--- src/rtl/mcot_pkg.sv ---
// Package: shared constants, request and response types for the compare timer.
package mcot_pkg;

   localparam int CHANNEL_COUNT = 8;
   localparam int COUNT_BITS = 16;
   localparam int CHAN_IDX_BITS = (CHANNEL_COUNT > 1) ? $clog2(CHANNEL_COUNT) : 1;

   localparam logic [1:0] CMD_TICK = 2'd0;
   localparam logic [1:0] CMD_START = 2'd1;
   localparam logic [1:0] CMD_SERVICE = 2'd2;

   typedef struct packed {
      logic [1:0]  command;
      logic [3:0]  channel;
      logic [15:0] delay_count;
   } mcot_req_type;

   typedef struct packed {
      logic        start_accepted;
      logic [7:0]  serviced_mask;
      logic        interrupt_pending;
      logic [15:0] count_value;
   } mcot_rsp_type;

endpackage

--- src/rtl/multichannel_output_compare_timer_unit.sv ---
// Top level: request register, timer core and response register.
// Eight-channel output compare timer on a 16-bit counter that advances on tick requests. Each
// request (tick, start or service) yields exactly one response, which passes from the request
// register to the response register; a new request is accepted every cycle while the response
// side does not stall.
// The mode mask register is written through the csr channel, which is always ready,
// and should be written only while no request is in flight.
module multichannel_output_compare_timer_unit (
   input  logic                   clock,
   input  logic                   reset,
   input  logic                   req_valid,
   output logic                   req_stall,
   input  mcot_pkg::mcot_req_type req_payload,
   output logic                   rsp_valid,
   input  logic                   rsp_stall,
   output mcot_pkg::mcot_rsp_type rsp_payload,
   input  logic                   csr_valid,
   output logic                   csr_ready,
   input  logic [7:0]             csr_data
);
   import mcot_pkg::*;

   mcot_req_type req_ff;
   mcot_rsp_type rsp_ff, rsp_in;
   logic         req_valid_ff, req_valid_in;
   logic         rsp_valid_ff, rsp_valid_in;
   logic         advance;
   logic         req_take;

   assign advance = req_valid_ff && (!rsp_valid_ff || !rsp_stall);
   assign req_stall = req_valid_ff && !advance;
   assign req_take = req_valid && !req_stall;
   assign csr_ready = 1'b1;
   assign rsp_valid = rsp_valid_ff;
   assign rsp_payload = rsp_ff;

   always_comb begin
      req_valid_in = req_valid_ff;
      if (req_take) begin
         req_valid_in = 1'b1;
      end else if (advance) begin
         req_valid_in = 1'b0;
      end
      rsp_valid_in = rsp_valid_ff;
      if (advance) begin
         rsp_valid_in = 1'b1;
      end else if (!rsp_stall) begin
         rsp_valid_in = 1'b0;
      end
   end

   mcot_core u_core (
      .clock     (clock),
      .reset     (reset),
      .advance   (advance),
      .req       (req_ff),
      .csr_write (csr_valid && csr_ready),
      .csr_data  (csr_data),
      .rsp_in    (rsp_in)
   );

   always_ff @(posedge clock) begin
      if (reset) begin
         req_valid_ff <= 1'b0;
         rsp_valid_ff <= 1'b0;
      end else begin
         req_valid_ff <= req_valid_in;
         rsp_valid_ff <= rsp_valid_in;
      end
      if (req_take) begin
         req_ff <= req_payload;
      end
      if (advance) begin
         rsp_ff <= rsp_in;
      end
   end

   a_stall_full: assert property (@(posedge clock) disable iff (reset)
      req_stall |-> req_valid_ff && rsp_valid_ff)
      else $error("request stalled with free stage");

   a_no_drop: assert property (@(posedge clock) disable iff (reset)
      rsp_valid_ff && rsp_stall |=> rsp_valid_ff && $stable(rsp_ff))
      else $error("stalled response lost");

   a_fill: assert property (@(posedge clock) disable iff (reset)
      advance |=> rsp_valid_ff)
      else $error("processed request produced no response");

endmodule

--- src/rtl/mcot_core.sv ---
// Core: counter, channel compare state and the single-pass request update.
module mcot_core (
   input  logic                  clock,
   input  logic                  reset,
   input  logic                  advance,
   input  mcot_pkg::mcot_req_type req,
   input  logic                  csr_write,
   input  logic [7:0]            csr_data,
   output mcot_pkg::mcot_rsp_type rsp_in
);
   import mcot_pkg::*;

   localparam logic [3:0] CHANNEL_LIMIT = 4'(CHANNEL_COUNT);

   logic [COUNT_BITS-1:0]    count_ff, count_in;
   logic [COUNT_BITS-1:0]    compare_ff [CHANNEL_COUNT];
   logic [COUNT_BITS-1:0]    start_compare;
   logic [CHANNEL_COUNT-1:0] flags_ff, flags_in;
   logic [CHANNEL_COUNT-1:0] enables_ff, enables_in;
   logic [CHANNEL_COUNT-1:0] mode_ff;
   logic [CHANNEL_COUNT-1:0] hit;
   logic [CHANNEL_COUNT-1:0] serviced;
   logic [CHANNEL_COUNT-1:0] start_bit;
   logic                     start_ok;

   assign start_compare = count_ff + COUNT_BITS'(req.delay_count);

   always_comb begin
      count_in = count_ff;
      flags_in = flags_ff;
      enables_in = enables_ff;
      serviced = '0;
      start_bit = '0;
      start_ok = 1'b0;
      hit = '0;
      case (req.command)
         CMD_TICK: begin
            count_in = count_ff + 1'b1;
            for (int c = 0; c < CHANNEL_COUNT; c++) begin
               hit[c] = mode_ff[c] && (compare_ff[c] == count_in);
            end
            flags_in = flags_ff | hit;
         end
         CMD_START: begin
            if (req.channel < CHANNEL_LIMIT) begin
               start_ok = mode_ff[req.channel[CHAN_IDX_BITS-1:0]];
            end
            if (start_ok) begin
               start_bit[req.channel[CHAN_IDX_BITS-1:0]] = 1'b1;
            end
            flags_in = flags_ff & ~start_bit;
            enables_in = enables_ff | start_bit;
         end
         CMD_SERVICE: begin
            serviced = flags_ff & enables_ff;
            flags_in = flags_ff & ~serviced;
            enables_in = enables_ff & ~serviced;
         end
         default: begin
         end
      endcase
      rsp_in.start_accepted = start_ok;
      rsp_in.serviced_mask = 8'(serviced);
      rsp_in.interrupt_pending = |(flags_in & enables_in);
      rsp_in.count_value = 16'(count_in);
   end

   always_ff @(posedge clock) begin
      if (reset) begin
         count_ff <= '0;
         flags_ff <= '0;
         enables_ff <= '0;
         mode_ff <= '0;
         for (int c = 0; c < CHANNEL_COUNT; c++) begin
            compare_ff[c] <= '0;
         end
      end else begin
         if (csr_write) begin
            mode_ff <= CHANNEL_COUNT'(csr_data);
         end
         if (advance) begin
            count_ff <= count_in;
            flags_ff <= flags_in;
            enables_ff <= enables_in;
            if (start_ok) begin
               compare_ff[req.channel[CHAN_IDX_BITS-1:0]] <= start_compare;
            end
         end
      end
   end

   a_hold_idle: assert property (@(posedge clock) disable iff (reset)
      !advance |=> $stable(count_ff) && $stable(flags_ff) && $stable(enables_ff))
      else $error("state changed without a request");

   a_tick_count: assert property (@(posedge clock) disable iff (reset)
      advance && req.command == CMD_TICK |=> count_ff == $past(count_ff) + 1'b1)
      else $error("tick did not advance counter");

   a_irq_line: assert property (@(posedge clock) disable iff (reset)
      advance |=> (|(flags_ff & enables_ff)) == $past(rsp_in.interrupt_pending))
      else $error("interrupt line disagrees with state");

   a_start_arms: assert property (@(posedge clock) disable iff (reset)
      advance && start_ok |=> (enables_ff & ~flags_ff & $past(start_bit)) == $past(start_bit))
      else $error("accepted start did not arm channel");

endmodule
--- config.mk ---
export PLATFORM = sky130hd
export DESIGN_NAME = multichannel_output_compare_timer_unit
export DESIGN_NICKNAME = d
export VERILOG_FILES = /design/src/rtl/mcot_pkg.sv /design/src/rtl/multichannel_output_compare_timer_unit.sv /design/src/rtl/mcot_core.sv
export SDC_FILE = /design/constraint.sdc
export NUM_CORES = 1
export LEC_CHECK = 0
export ABC_AREA = 1
export BUFFER_PORTS_ARGS = -buffer_cell sky130_fd_sc_hd__buf_4
export CELL_PAD_IN_SITES_DETAIL_PLACEMENT = 1
export CELL_PAD_IN_SITES_GLOBAL_PLACEMENT = 1
export CORE_ASPECT_RATIO = 0.7
export CORE_MARGIN = 1.5
export CORE_UTILIZATION = 40
export CTS_BUF_LIST = sky130_fd_sc_hd__clkbuf_8 sky130_fd_sc_hd__clkbuf_16
export CTS_CLUSTER_DIAMETER = 200
export DETAILED_ROUTE_END_ITERATION = 10
export GPL_TIMING_DRIVEN = 0
export HOLD_SLACK_MARGIN = 0.12
export PLACE_DENSITY = 0.81
export SYNTH_ARGS = -nofsm -noshare
export SYNTH_HDL_FRONTEND = slang
export SYNTH_SLANG_ARGS = --single-unit
--- constraint.sdc ---
create_clock -name clock -period 7.99 [get_ports clock]
set_input_delay 1.1985 -clock clock [delete_from_list [all_inputs] [get_ports clock]]
set_output_delay 1.1985 -clock clock [all_outputs]
set_load 0.005 [all_outputs]
==> metrics <==
first-pass GRT wire length 61300 microns; Distinct cells, synth 35; Int Power about 2 mW; fin cells a little under 2000; CP endpoint kind flip-flop; status finished clean; ANT nets after route 0; FFs w/ async S/R, synth 0%; Port Buffers slightly above 60; CTS Sinks around 220; Max Freq 239 MHz; Critical Path RT 8.15 ns; most frequent cells in the layout nand2_1 (410), nor2_1 (274), inv_1 (196); Inserted Diodes 0; post-synth net total between 1500 and 2000; DR vias between 10000 and 15000; crit path DAT 4.34 ns; setup TNS 0 ns; placed cells around 1900; vias per cell 5.38; final hold violation count 0; H-tree depth 1; clock slew at reported path FFs approximately 0.060 ns; worst-skew pair later-pin latency between 0.5 and 0.6 ns; final worst path period need 4.18 ns; Synth Flop Type edfxtp_1; EDFF count, synth ~180; Area Overhead vs Synth 14.3%; 1st-pass router iterations 5; Syn Std Cell Area between 0.01 and 0.015 sq mm; Tightest Pin Transition approximately 1.2 ns; FILL cells approximately 3600; RSZ-0062 raised after global routing false; CTS resizes 0; logic gate share of total power 14.1%; final cycle utilization of the critical path between 50% and 60%; initial drt markers ~970; Clk pwr share between 30% and 40%; Total Nets Final ~1600; CTS tree built; max-slew violations 0; Setup-failing EPs final 0; full die area around 0.03 sq mm; setup bufs post-CTS 0; CP max FO 29; Mapped Cells about 1500; clock buffer depth 3; Max-cap violations 0; Slew headroom ~23%; WL final between 40000 and 50000 microns; core area between 0.02 and 0.03 sq mm; global route total overflow 0; Synth Register Bits approximately 220; Seq/Total Area, Yosys 51.9%; Sw Share about 28%; Setup Skew 0.0203 ns; Critical Path Source Type input port; Multi-input gate area ~0.0048 sq mm; synth warn 0; VDD IR max about 120 uV; Post-Syn Area per Cell around 8.0 sq um; leakage 6.04 nW; Worst Hold Class reg2reg; P_sw ~800 uW; sequential power share a little under half; largest net degree at the start of global routing 30; pwr dens 208 mW/mm^2; Final Wtd Congestion roughly 0.92; total track usage 26.5%; layout cells sized above 1 under 10%; Root Driver clkbuf_16; WL per Instance ~21 microns; total CTS buffers 23; Setup Crit Path Kind in2reg; I/O Pins 64; DP Wirelength a little over 30000 microns; Initial Utilization a little over 40%; DIE WIDTH around 210 microns; initial antenna violation count 0; Reg area 0.00613 sq mm; most common cell after layout, fill and taps aside nand2_1; FP Rows 52; die height ~150 microns; Hold-fix buffers, CTS 0; Post-route DRC 0; vias in the first global route ~11000
stage by stage:
stage / setup WS, ns / total power, mW / util [%] / hold slack (ns) / instance area (sq um)
after global routing: 3.57 / 2.90 / 46.6 / 0.541 / 13500
final: 3.81 / 2.81 / 46.6 / 0.522 / 13500
after CTS: 3.82 / 2.82 / 46.6 / 0.517 / 13500
after detailed placement: 3.26 / 1.72 / 44.0 / 0.508 / 12700
after floorplan: 3.64 / 1.57 / - / 0.457 / 11800
after global placement: 1.88 / 1.70 / 44.0 / 0.466 / 12700
cells by family (layout without fill, tap and decap cells):
group           Yosys count  after routing  share of synthesized area [%]
other cells               1              1                         0.0318
xor+xnor                 41             41                           3.04
flops                   218            218                           51.9
fa+ha+maj                21             21                           2.29
simple gates            830            830                           28.7
compound gates          142            142                           6.54
buf+inv                 228            331                           7.47
synthesized netlist by cell type (12+ instances only):
library cell / number / share of area (%)
nand3b_1: 14 / 0.89
nor3_1: 20 / 0.85
o21ai_0: 67 / 2.8
nor2_1: 275 / 8.7
xnor2_1: 14 / 1.0
nand3_1: 74 / 3.1
a21oi_1: 55 / 2.3
nand4_1: 22 / 1.2
xor2_1: 27 / 2.0
dfxtp_1: 42 / 7.1
ha_1: 20 / 2.1
buf_2: 12 / 0.51
clkbuf_1: 18 / 0.57
inv_1: 189 / 6.0
edfxtp_1: 176 / 45
nand2_1: 410 / 13
final cells by class:
class	instances	share of cell area, %
plain buffers	36	1.20
clock buffers	27	4.67
clock inverters	15	0.918
inverters	192	5.34
multi-input cells	1035	35.6
flip-flops and latches	218	45.4
well taps	378	3.50
repair buffers	61	3.39
path summary, 6_finish.rpt:
check,depth (start not counted),slack (ns),from,to
min,2,0.52,rsp_valid,rsp_valid
min reg2reg,2,0.52,rsp_valid,rsp_valid
max reg2reg,9,3.92,u_core.count_ff[3],u_core.compare_ff[5][12]
max,9,3.81,rsp_stall,u_core.compare_ff[3][13]
critical path, cell delays in order:
cell and delay, ns:
buf_4 0.11, nand2_1 0.10, inv_1 0.08, nor2_4 0.75, inv_2 0.25, nor3_4 0.51, nand2_2 0.31, buf_2 0.30
nand2_1 0.69
per-layer routing:
layer  share of wire (%)  up-vias  global-route usage, %
met2                  44      347                   40.9
li1                    -     4938                      -
met3                 8.1       54                   5.15
met1                  46     5213                   38.4
met5                   0        -                      0
met4                 2.5        0                   6.35
state kept, by name, indices dropped and copies added (netlist names):
register,cells
u_core.compare_ff,128
rsp_payload,26
req_ff,22
u_core.count_ff,16
u_core.enables_ff,8
u_core.flags_ff,8
u_core.mode_ff,8
req_valid_ff,1
rsp_valid,1
power by group through the flow:
| stage | logic, mW | registers [mW] | clock network [mW] |
|---|---|---|---|
| 4_1_cts | 0.392 | 1.31 | 1.11 |
| 3_5_place_dp | 0.388 | 1.34 | 0 |
| 2_1_floorplan | 0.241 | 1.32 | 0 |
| 3_3_place_gp | 0.371 | 1.33 | 0 |
| 5_1_grt | 0.436 | 1.32 | 1.15 |
| 6_report | 0.395 | 1.31 | 1.10 |
Note: power is estimated with default switching activity, not from simulation.
